--- src/lpg_pkg.sv ---
// lpg_pkg: shared types, constants and codes for the led pattern generator
// no dependencies; used by lpg_alu, led_pattern_generator and the testbench
package lpg_pkg;

   localparam int NumLedsDefault = 8;

   localparam int LevelW   = 16;
   localparam int FrameW   = 10;
   localparam int IndexW   = 8;
   localparam int ModeW    = 3;
   localparam int CsrIdxW  = 3;
   localparam int CsrDataW = 16;

   localparam logic [LevelW-1:0] FullLevel = 16'hFFFF;

   localparam logic [FrameW-1:0] FrameMsReset     = 10'd20;
   localparam logic [LevelW-1:0] FastHalfMsReset  = 16'd100;
   localparam logic [LevelW-1:0] SlowHalfMsReset  = 16'd500;
   localparam logic [LevelW-1:0] OnceMsReset      = 16'd100;
   localparam logic [LevelW-1:0] BreatheStepReset = 16'd1311;

   localparam logic CmdTick = 1'b0;
   localparam logic CmdSet  = 1'b1;

   typedef enum logic [ModeW-1:0] {
      MODE_OFF     = 3'd0,
      MODE_ON      = 3'd1,
      MODE_FAST    = 3'd2,
      MODE_SLOW    = 3'd3,
      MODE_ONCE    = 3'd4,
      MODE_BREATHE = 3'd5
   } mode_type;

   typedef enum logic [CsrIdxW-1:0] {
      CSR_FRAME_MS     = 3'd0,
      CSR_FAST_HALF_MS = 3'd1,
      CSR_SLOW_HALF_MS = 3'd2,
      CSR_ONCE_MS      = 3'd3,
      CSR_BREATHE_STEP = 3'd4
   } csr_index_type;

   typedef enum logic [3:0] {
      ST_IDLE,
      ST_BREATHE,
      ST_FAST_ADD,
      ST_FAST_CMP,
      ST_SLOW_ADD,
      ST_SLOW_CMP,
      ST_ONCE_ADD,
      ST_ONCE_CMP,
      ST_EMIT
   } state_type;

   typedef enum logic [1:0] {
      ALU_ADD_SAT,
      ALU_SUB_FLOOR,
      ALU_CMP
   } alu_op_type;

   typedef struct packed {
      alu_op_type        op;
      logic [LevelW-1:0] a;
      logic [LevelW-1:0] b;
   } alu_req_type;

   typedef struct packed {
      logic [LevelW-1:0] res;
      logic              gt;
   } alu_rsp_type;

endpackage

--- src/lpg_alu.sv ---
// lpg_alu: shared 16-bit saturating add / floored subtract / compare unit
// depends on lpg_pkg
module lpg_alu (
   input  lpg_pkg::alu_req_type req,
   output lpg_pkg::alu_rsp_type rsp
);

   logic [lpg_pkg::LevelW:0] sum;
   logic [lpg_pkg::LevelW:0] diff;
   logic                     gt;

   assign sum  = {1'b0, req.a} + {1'b0, req.b};
   assign diff = {1'b0, req.a} - {1'b0, req.b};
   // a > b: no borrow and a nonzero difference
   assign gt   = !diff[lpg_pkg::LevelW] && (diff[lpg_pkg::LevelW-1:0] != '0);

   always_comb begin
      rsp.gt = gt;
      unique case (req.op)
         lpg_pkg::ALU_ADD_SAT: begin
            rsp.res = sum[lpg_pkg::LevelW] ? lpg_pkg::FullLevel : sum[lpg_pkg::LevelW-1:0];
         end
         lpg_pkg::ALU_SUB_FLOOR: begin
            rsp.res = gt ? diff[lpg_pkg::LevelW-1:0] : '0;
         end
         lpg_pkg::ALU_CMP: begin
            rsp.res = diff[lpg_pkg::LevelW-1:0];
         end
         default: begin
            rsp.res = '0;
         end
      endcase
   end

endmodule

--- src/led_pattern_generator.sv ---
// led_pattern_generator: top level, sequencer, led mode/level store, output register
// depends on lpg_pkg and lpg_alu
//
// Status LED controller. A set-mode item (req_cmd=1) answers with one item carrying
// the LED's new level (bad_index set for an index at or above NUM_LEDS). A frame tick
// (req_cmd=0) runs seven sequencer steps on one shared 16-bit add/compare unit
// (breathe duty, then add and compare for the fast, slow and one-shot timers), then
// emits NUM_LEDS items, one per cycle while rsp_ready is high, LED 0 first, last set
// on the final one. req_ready is low while a tick is in progress. Registers are
// written through the csr port, which is always ready; writes should be made while
// no tick is in progress.
module led_pattern_generator #(
   parameter int NUM_LEDS = lpg_pkg::NumLedsDefault
) (
   input  logic                           clock,
   input  logic                           reset,

   input  logic                           req_valid,
   output logic                           req_ready,
   input  logic                           req_cmd,
   input  logic [lpg_pkg::IndexW-1:0]     req_led_index,
   input  logic [lpg_pkg::ModeW-1:0]      req_mode,

   output logic                           rsp_valid,
   input  logic                           rsp_ready,
   output logic [lpg_pkg::IndexW-1:0]     rsp_led_number,
   output logic [lpg_pkg::LevelW-1:0]     rsp_level,
   output logic                           rsp_last,
   output logic                           rsp_bad_index,

   input  logic                           csr_valid,
   output logic                           csr_ready,
   input  logic [lpg_pkg::CsrIdxW-1:0]    csr_index,
   input  logic [lpg_pkg::CsrDataW-1:0]   csr_wdata
);

   localparam int IdxW = (NUM_LEDS > 1) ? $clog2(NUM_LEDS) : 1;
   localparam int LW   = lpg_pkg::LevelW;

   // configuration registers
   logic [lpg_pkg::FrameW-1:0] frame_ms_ff;
   logic [LW-1:0]              fast_half_ms_ff;
   logic [LW-1:0]              slow_half_ms_ff;
   logic [LW-1:0]              once_ms_ff;
   logic [LW-1:0]              breathe_step_ff;

   // per-led store
   lpg_pkg::mode_type          modes_ff [NUM_LEDS];
   logic [LW-1:0]              levels_ff [NUM_LEDS];

   // timers and sequencer
   lpg_pkg::state_type         state_ff, state_in;
   logic [IdxW-1:0]            cnt_ff, cnt_in;
   logic [LW-1:0]              duty_ff, duty_in;
   logic                       rising_ff, rising_in;
   logic [LW-1:0]              fast_accum_ff, fast_accum_in;
   logic [LW-1:0]              slow_accum_ff, slow_accum_in;
   logic [LW-1:0]              once_accum_ff, once_accum_in;
   logic                       fast_on_ff, fast_on_in;
   logic                       slow_on_ff, slow_on_in;
   logic                       once_on_ff, once_on_in;
   logic                       once_done_ff, once_done_in;

   // output register
   logic                       rsp_valid_ff, rsp_valid_in;
   logic [lpg_pkg::IndexW-1:0] rsp_num_ff, rsp_num_in;
   logic [LW-1:0]              rsp_level_ff, rsp_level_in;
   logic                       rsp_last_ff, rsp_last_in;
   logic                       rsp_bad_ff, rsp_bad_in;

   // store write port
   logic                       mode_we;
   logic                       level_we;
   logic [IdxW-1:0]            wr_idx;
   lpg_pkg::mode_type          mode_wdata;
   logic [LW-1:0]              level_wdata;

   lpg_pkg::alu_req_type       alu_req;
   lpg_pkg::alu_rsp_type       alu_rsp;

   logic                       out_free;
   logic                       req_take;
   logic                       set_in_range;
   logic [IdxW-1:0]            set_idx;
   logic [LW-1:0]              set_level;
   logic [LW-1:0]              emit_level;
   logic                       cnt_at_last;

   lpg_alu u_alu (
      .req (alu_req),
      .rsp (alu_rsp)
   );

   assign out_free     = !rsp_valid_ff || rsp_ready;
   assign req_ready    = (state_ff == lpg_pkg::ST_IDLE) && out_free;
   assign req_take     = req_valid && req_ready;
   assign csr_ready    = 1'b1;
   assign set_in_range = req_led_index < lpg_pkg::IndexW'(NUM_LEDS);
   assign set_idx      = req_led_index[IdxW-1:0];
   assign cnt_at_last  = cnt_ff == IdxW'(NUM_LEDS - 1);

   assign rsp_valid      = rsp_valid_ff;
   assign rsp_led_number = rsp_num_ff;
   assign rsp_level      = rsp_level_ff;
   assign rsp_last       = rsp_last_ff;
   assign rsp_bad_index  = rsp_bad_ff;

   // level answered by a set-mode item
   always_comb begin
      unique case (req_mode)
         lpg_pkg::MODE_OFF:  set_level = '0;
         lpg_pkg::MODE_ON:   set_level = lpg_pkg::FullLevel;
         lpg_pkg::MODE_ONCE: set_level = lpg_pkg::FullLevel;
         default:            set_level = levels_ff[set_idx];
      endcase
   end

   // level of the led being emitted after the timers moved
   always_comb begin
      unique case (modes_ff[cnt_ff])
         lpg_pkg::MODE_OFF:     emit_level = '0;
         lpg_pkg::MODE_ON:      emit_level = lpg_pkg::FullLevel;
         lpg_pkg::MODE_FAST:    emit_level = fast_on_ff ? lpg_pkg::FullLevel : '0;
         lpg_pkg::MODE_SLOW:    emit_level = slow_on_ff ? lpg_pkg::FullLevel : '0;
         lpg_pkg::MODE_ONCE:    emit_level = once_on_ff ? lpg_pkg::FullLevel : '0;
         lpg_pkg::MODE_BREATHE: emit_level = duty_ff;
         default:               emit_level = levels_ff[cnt_ff];
      endcase
   end

   always_comb begin
      state_in      = state_ff;
      cnt_in        = cnt_ff;
      duty_in       = duty_ff;
      rising_in     = rising_ff;
      fast_accum_in = fast_accum_ff;
      slow_accum_in = slow_accum_ff;
      once_accum_in = once_accum_ff;
      fast_on_in    = fast_on_ff;
      slow_on_in    = slow_on_ff;
      once_on_in    = once_on_ff;
      once_done_in  = once_done_ff;

      rsp_valid_in  = rsp_valid_ff && !rsp_ready;
      rsp_num_in    = rsp_num_ff;
      rsp_level_in  = rsp_level_ff;
      rsp_last_in   = rsp_last_ff;
      rsp_bad_in    = rsp_bad_ff;

      mode_we       = 1'b0;
      level_we      = 1'b0;
      wr_idx        = cnt_ff;
      mode_wdata    = lpg_pkg::mode_type'(req_mode);
      level_wdata   = emit_level;

      alu_req.op    = lpg_pkg::ALU_CMP;
      alu_req.a     = '0;
      alu_req.b     = '0;

      unique case (state_ff)
         lpg_pkg::ST_IDLE: begin
            if (req_take) begin
               if (req_cmd == lpg_pkg::CmdSet) begin
                  rsp_valid_in = 1'b1;
                  rsp_num_in   = req_led_index;
                  rsp_last_in  = 1'b1;
                  rsp_bad_in   = !set_in_range;
                  rsp_level_in = set_in_range ? set_level : '0;
                  // modes 6 and 7 leave the led as it is
                  if (set_in_range && (req_mode <= lpg_pkg::ModeW'(lpg_pkg::MODE_BREATHE))) begin
                     wr_idx      = set_idx;
                     mode_we     = 1'b1;
                     level_we    = 1'b1;
                     level_wdata = set_level;
                     if (req_mode == lpg_pkg::ModeW'(lpg_pkg::MODE_ONCE)) begin
                        once_on_in    = 1'b1;
                        once_accum_in = '0;
                        once_done_in  = 1'b0;
                     end
                  end
               end else begin
                  state_in = lpg_pkg::ST_BREATHE;
               end
            end
         end
         lpg_pkg::ST_BREATHE: begin
            alu_req.op = rising_ff ? lpg_pkg::ALU_ADD_SAT : lpg_pkg::ALU_SUB_FLOOR;
            alu_req.a  = duty_ff;
            alu_req.b  = breathe_step_ff;
            duty_in    = alu_rsp.res;
            // reverse at either limit
            if ((alu_rsp.res == '0) || (alu_rsp.res == lpg_pkg::FullLevel)) begin
               rising_in = !rising_ff;
            end
            state_in = lpg_pkg::ST_FAST_ADD;
         end
         lpg_pkg::ST_FAST_ADD: begin
            alu_req.op    = lpg_pkg::ALU_ADD_SAT;
            alu_req.a     = fast_accum_ff;
            alu_req.b     = LW'(frame_ms_ff);
            fast_accum_in = alu_rsp.res;
            state_in      = lpg_pkg::ST_FAST_CMP;
         end
         lpg_pkg::ST_FAST_CMP: begin
            alu_req.a = fast_accum_ff;
            alu_req.b = fast_half_ms_ff;
            if (alu_rsp.gt) begin
               fast_on_in    = !fast_on_ff;
               fast_accum_in = '0;
            end
            state_in = lpg_pkg::ST_SLOW_ADD;
         end
         lpg_pkg::ST_SLOW_ADD: begin
            alu_req.op    = lpg_pkg::ALU_ADD_SAT;
            alu_req.a     = slow_accum_ff;
            alu_req.b     = LW'(frame_ms_ff);
            slow_accum_in = alu_rsp.res;
            state_in      = lpg_pkg::ST_SLOW_CMP;
         end
         lpg_pkg::ST_SLOW_CMP: begin
            alu_req.a = slow_accum_ff;
            alu_req.b = slow_half_ms_ff;
            if (alu_rsp.gt) begin
               slow_on_in    = !slow_on_ff;
               slow_accum_in = '0;
            end
            state_in = lpg_pkg::ST_ONCE_ADD;
         end
         lpg_pkg::ST_ONCE_ADD: begin
            alu_req.op    = lpg_pkg::ALU_ADD_SAT;
            alu_req.a     = once_accum_ff;
            alu_req.b     = LW'(frame_ms_ff);
            once_accum_in = alu_rsp.res;
            state_in      = lpg_pkg::ST_ONCE_CMP;
         end
         lpg_pkg::ST_ONCE_CMP: begin
            alu_req.a = once_accum_ff;
            alu_req.b = once_ms_ff;
            if (!once_done_ff && alu_rsp.gt) begin
               once_on_in    = 1'b0;
               once_done_in  = 1'b1;
               once_accum_in = '0;
            end
            cnt_in   = '0;
            state_in = lpg_pkg::ST_EMIT;
         end
         lpg_pkg::ST_EMIT: begin
            if (out_free) begin
               level_we     = 1'b1;
               rsp_valid_in = 1'b1;
               rsp_num_in   = lpg_pkg::IndexW'(cnt_ff);
               rsp_level_in = emit_level;
               rsp_last_in  = cnt_at_last;
               rsp_bad_in   = 1'b0;
               if (cnt_at_last) begin
                  state_in = lpg_pkg::ST_IDLE;
               end else begin
                  cnt_in = cnt_ff + 1'b1;
               end
            end
         end
         default: begin
            state_in = lpg_pkg::ST_IDLE;
         end
      endcase
   end

   always_ff @(posedge clock) begin
      if (reset) begin
         state_ff      <= lpg_pkg::ST_IDLE;
         cnt_ff        <= '0;
         duty_ff       <= '0;
         rising_ff     <= 1'b1;
         fast_accum_ff <= '0;
         slow_accum_ff <= '0;
         once_accum_ff <= '0;
         fast_on_ff    <= 1'b0;
         slow_on_ff    <= 1'b0;
         once_on_ff    <= 1'b0;
         once_done_ff  <= 1'b1;
         rsp_valid_ff  <= 1'b0;
      end else begin
         state_ff      <= state_in;
         cnt_ff        <= cnt_in;
         duty_ff       <= duty_in;
         rising_ff     <= rising_in;
         fast_accum_ff <= fast_accum_in;
         slow_accum_ff <= slow_accum_in;
         once_accum_ff <= once_accum_in;
         fast_on_ff    <= fast_on_in;
         slow_on_ff    <= slow_on_in;
         once_on_ff    <= once_on_in;
         once_done_ff  <= once_done_in;
         rsp_valid_ff  <= rsp_valid_in;
      end
   end

   always_ff @(posedge clock) begin
      rsp_num_ff   <= rsp_num_in;
      rsp_level_ff <= rsp_level_in;
      rsp_last_ff  <= rsp_last_in;
      rsp_bad_ff   <= rsp_bad_in;
   end

   always_ff @(posedge clock) begin
      if (reset) begin
         for (int i = 0; i < NUM_LEDS; i++) begin
            modes_ff[i]  <= lpg_pkg::MODE_OFF;
            levels_ff[i] <= '0;
         end
      end else begin
         if (mode_we) begin
            modes_ff[wr_idx] <= mode_wdata;
         end
         if (level_we) begin
            levels_ff[wr_idx] <= level_wdata;
         end
      end
   end

   always_ff @(posedge clock) begin
      if (reset) begin
         frame_ms_ff     <= lpg_pkg::FrameMsReset;
         fast_half_ms_ff <= lpg_pkg::FastHalfMsReset;
         slow_half_ms_ff <= lpg_pkg::SlowHalfMsReset;
         once_ms_ff      <= lpg_pkg::OnceMsReset;
         breathe_step_ff <= lpg_pkg::BreatheStepReset;
      end else if (csr_valid && csr_ready) begin
         unique case (csr_index)
            lpg_pkg::CSR_FRAME_MS:     frame_ms_ff     <= csr_wdata[lpg_pkg::FrameW-1:0];
            lpg_pkg::CSR_FAST_HALF_MS: fast_half_ms_ff <= csr_wdata;
            lpg_pkg::CSR_SLOW_HALF_MS: slow_half_ms_ff <= csr_wdata;
            lpg_pkg::CSR_ONCE_MS:      once_ms_ff      <= csr_wdata;
            lpg_pkg::CSR_BREATHE_STEP: breathe_step_ff <= csr_wdata;
            default: begin
            end
         endcase
      end
   end

   // a pending one-shot is the only time its blink may be lit
   a_once_done_dark: assert property (@(posedge clock) disable iff (reset)
      once_done_ff |-> !once_on_ff)
      else $error("one-shot lit while no one-shot is pending");

   // an out-of-range answer is always the only item of its input
   a_bad_is_last: assert property (@(posedge clock) disable iff (reset)
      (rsp_valid_ff && rsp_bad_ff) |-> rsp_last_ff)
      else $error("bad index item without last");

   // an accepted tick starts the timer sequence
   a_tick_starts: assert property (@(posedge clock) disable iff (reset)
      (req_take && (req_cmd == lpg_pkg::CmdTick)) |=> (state_ff == lpg_pkg::ST_BREATHE))
      else $error("tick did not start the sequencer");

   // emitting the final led returns to idle
   a_emit_ends: assert property (@(posedge clock) disable iff (reset)
      ((state_ff == lpg_pkg::ST_EMIT) && out_free && cnt_at_last)
         |=> ((state_ff == lpg_pkg::ST_IDLE) && rsp_valid_ff && rsp_last_ff))
      else $error("emit sequence did not close with last");

   // emit counter stays inside the led store
   a_cnt_range: assert property (@(posedge clock) disable iff (reset)
      (state_ff == lpg_pkg::ST_EMIT) |-> (cnt_ff <= IdxW'(NUM_LEDS - 1)))
      else $error("emit counter out of range");

endmodule

--- config.mk ---
export PLATFORM = sky130hd
export DESIGN_NAME = led_pattern_generator
export DESIGN_NICKNAME = d
export VERILOG_FILES = /design/src/lpg_pkg.sv /design/src/lpg_alu.sv /design/src/led_pattern_generator.sv
export SDC_FILE = /design/constraint.sdc
export NUM_CORES = 1
export LEC_CHECK = 0
export BUFFER_PORTS_ARGS = -buffer_cell sky130_fd_sc_hd__buf_2
export CORE_MARGIN = 3
export CORE_UTILIZATION = 40
export DETAILED_ROUTE_END_ITERATION = 8
export MAX_ROUTING_LAYER = met4
export PLACE_DENSITY_LB_ADDON = 0.15
export SLEW_MARGIN = 25
export SYNTH_ARGS = -nofsm -noshare
export SYNTH_HDL_FRONTEND = slang
export SYNTH_HIERARCHICAL = 1
export SYNTH_SLANG_ARGS = --single-unit
--- constraint.sdc ---
create_clock -name clock -period 8.07 [get_ports clock]
set_input_delay 0 -clock clock [delete_from_list [all_inputs] [get_ports clock]]
set_output_delay 0 -clock clock [all_outputs]
set_load 0.01 [all_outputs]
==> results.sh <==
export IMPL_max_freq_mhz=153
export IMPL_synth_edff_count=178
export IMPL_drv_cap=0
export IMPL_die_h_um=223
export IMPL_io_buffers=63
export IMPL_cts_tree="done"
export IMPL_antenna_found_initial=0
export IMPL_final_cell_mix="289 x nand2_1, 178 x edfxtp_1, 152 x dfxtp_1"
export IMPL_reg2reg_slack_ns=1.54
export IMPL_hold_end="modes_ff[4][0]"
export IMPL_syn2layout_area_growth_pct=12.4
export IMPL_clk_path_buf_depth=3
export IMPL_crit_path_cell_trace="and3b_1 > and2_0 > buf_4 > a22oi_1 > nand2_1 > inv_1 > ha_1 > o21ai_1 > o21ai_1 > nand3_1 > a21o_1 > a21oi_1 > o211ai_2 > o21ai_4 > a221oi_1 > o21ai_1 > nand4_1 > or4_1 > a21oi_1 > xnor2_1 > nand2b_1"
export IMPL_dr_pass1_iters=6
export IMPL_core_area_sq_um=46700
export IMPL_start_util=0.405
export IMPL_rsz0062_at_grt="false"
export IMPL_cts_resized_gates=0
export IMPL_vias_per_cell=6.17
export IMPL_grt_usage=0.256
export IMPL_hold_path_depth=3
export IMPL_setup_viol=0
export IMPL_crit_arrival_ns=6.98
export IMPL_r2r_start="state_ff[3]"
export IMPL_synth_seq_cells=332
export IMPL_reg2reg_depth=21
export IMPL_clock_sinks=332
export IMPL_start_kind="flop"
export IMPL_fin_skew_ns=0.0324
export IMPL_layout_drive_gt1_share=0.171
export IMPL_ys_types=88
export IMPL_endpoint_kind="flop"
export IMPL_syn_area_per_cell_sq_um=10.1
export IMPL_r2r_end="rising_ff"
export IMPL_leakage_nw=7.55
export IMPL_slowest_delay_ns=0.91
export IMPL_nets=1967
export IMPL_insertion_delay_ns=0.58
export IMPL_path_class="reg2reg"
export IMPL_yosysSeqAreaShare=0.446
export IMPL_crit_top_cell="o21ai_1"
export IMPL_outcome="complete, no violations"
export IMPL_async_flop_share=0
export IMPL_critPathMaxFanout=20
export IMPL_h_tree_depth=2
export IMPL_rows=79
export IMPL_synthFlopType="edfxtp_1"
export IMPL_required_ns=8.52
export IMPL_synthesis_area_sq_um=18900
export IMPL_vias=15600
export IMPL_yosysWarnings=6
export IMPL_holdBufCountCts=31
export IMPL_wirelength_mm=63.3
export IMPL_tightest_slew_ns=1.14
export IMPL_postCtsSetupBuffers=0
export IMPL_worst_path_max_delay_cell="and3b_1"
export IMPL_netlist_instances=1882
export IMPL_cts_made_buffers=41
export IMPL_cts_root_buf="clkbuf_16"
export IMPL_path_clk_slew_ns=0.06
export IMPL_drtIter0Drc=1587
export IMPL_finalCriticalPeriod_ns=6.53
export IMPL_post_route_drc_count=0
export IMPL_drv_slew=0
export IMPL_overflow=0
export IMPL_place_hpwl_mm=40.5
export IMPL_antenna_left=0
export IMPL_p_per_area_nw_per_um2=248
export IMPL_finalCritPeriodShare=0.809
export IMPL_layout_commonest_cell="nand2_1"
export IMPL_diodes=0
export IMPL_min_from="req_mode[0]"
export IMPL_hold_class="in2reg"
export IMPL_grt_max_degree=87
export IMPL_finalWeightedCongestion=0.898
export IMPL_hold_ws_ns=0.00476
export IMPL_final_hold_viol_count=0
export IMPL_finalSetupTns_ns=0
export IMPL_grt_pass1_vias=15100
export IMPL_peakVddDrop_uv=240
export IMPL_die_x_um=223
export IMPL_drt_wirelength_per_cell_um=25.0
export IMPL_boundaryPins=65
export IMPL_fp_dieArea_sq_um=49900
export IMPL_synth_nets=1955
export IMPL_grt_pass1_wl_mm=95.3
export IMPL_slew_headroom=0.230
[area by class of cell]
class	count	area, sq um
fill	4439	25400
multi-input combinational	1339	9590
clock inverter	15	126
sequential	332	8430
inverter	47	176
tap	607	759
clock buffer	61	1250
timing repair buffer	133	921
[power breakdown]
| part | total [W] | switching (W) | internal [W] |
|---|---|---|---|
| Combinational | 0.00147 | 0.000989 | 0.000486 |
| Sequential | 0.00195 | 0.0000716 | 0.00187 |
| Clock | 0.00186 | 0.000745 | 0.00111 |
| Total | 0.00528 | 0.00181 | 0.00347 |
[worst max-delay path, delay by kind of cell, from the launching register on]
kind                       cells  cell delay [ns]
and+or+nand+nor                7             2.34
buffers and inverters          2             0.32
adders and majority gates      1             0.54
DFF                            1             0.47
xor gates and xnor gates       1             0.15
AOI/OAI and AO/OA             10             2.57
[metal layers]
metal  routed length, um  vias up  GRT usage
met5                   0        -          -
met4                1700        0     0.0693
met3                4890      113     0.0470
met2               29700      651      0.403
met1               27100     7772      0.343
li1                    -     7096          -
[metrics by stage]
stage | cell area (sq um) | std cells | worst slack (ns) | power (W) | utilization
floorplan | 18900 | 1882 | 2.51 | 0.00303 | -
global placement | 19600 | 2427 | 1.83 | 0.00341 | 0.419
detailed placement | 19600 | 2427 | 1.68 | 0.00342 | 0.419
CTS | 21300 | 2534 | 1.66 | 0.00529 | 0.456
global route | 21300 | 2534 | 1.08 | 0.00553 | 0.456
finish | 21300 | 2534 | 1.54 | 0.00528 | 0.456
[cell usage after synthesis (21+ instances only)]
library cell	number	area [sq um]
a221oi_1	21	184
edfxtp_1	178	5350
nor3_1	23	115
buf_1	26	97.6
nand2_1	290	1090
nand3b_1	23	173
mux2i_1	48	480
clkbuf_1	90	338
o21ai_0	30	150
a22oi_1	105	788
nor2_1	137	514
o22ai_1	88	551
ha_1	35	438
a21oi_1	114	571
mux4_2	54	1220
dfxtp_1	154	3080
and2_1	25	156
buf_2	31	155
o22ai_2	33	413
nand2b_1	33	206
nor2b_1	25	156
inv_1	43	161
[cell families after synthesis]
family          synth area share
fa+ha+maj                 0.0253
flops                      0.446
simple gates               0.152
buf+inv                   0.0497
mux                       0.0954
other cells             0.000198
compound gates             0.225
xor+xnor                 0.00648
[registers in the layout, summed over array words and instances, names as in the netlist, 3 cells and up, named ones only]
register	flops
levels_ff	128
modes_ff	24
breathe_step_ff	16
duty_ff	16
fast_accum_ff	16
fast_half_ms_ff	16
once_accum_ff	16
once_ms_ff	16
rsp_level	16
slow_accum_ff	16
slow_half_ms_ff	16
frame_ms_ff	10
rsp_led_number	8
state_ff	4
cnt_ff	3
[worst max-delay path by stage]
stage / start / endpoint / slack (ns)
floorplan: state_ff[2] / rising_ff / 2.51
global placement: state_ff[3] / rising_ff / 1.83
detailed placement: state_ff[3] / rising_ff / 1.68
CTS: state_ff[3] / rising_ff / 1.66
global route: state_ff[3] / rising_ff / 1.08
finish: state_ff[3] / rising_ff / 1.54
Power figures use the tool's default switching activity.
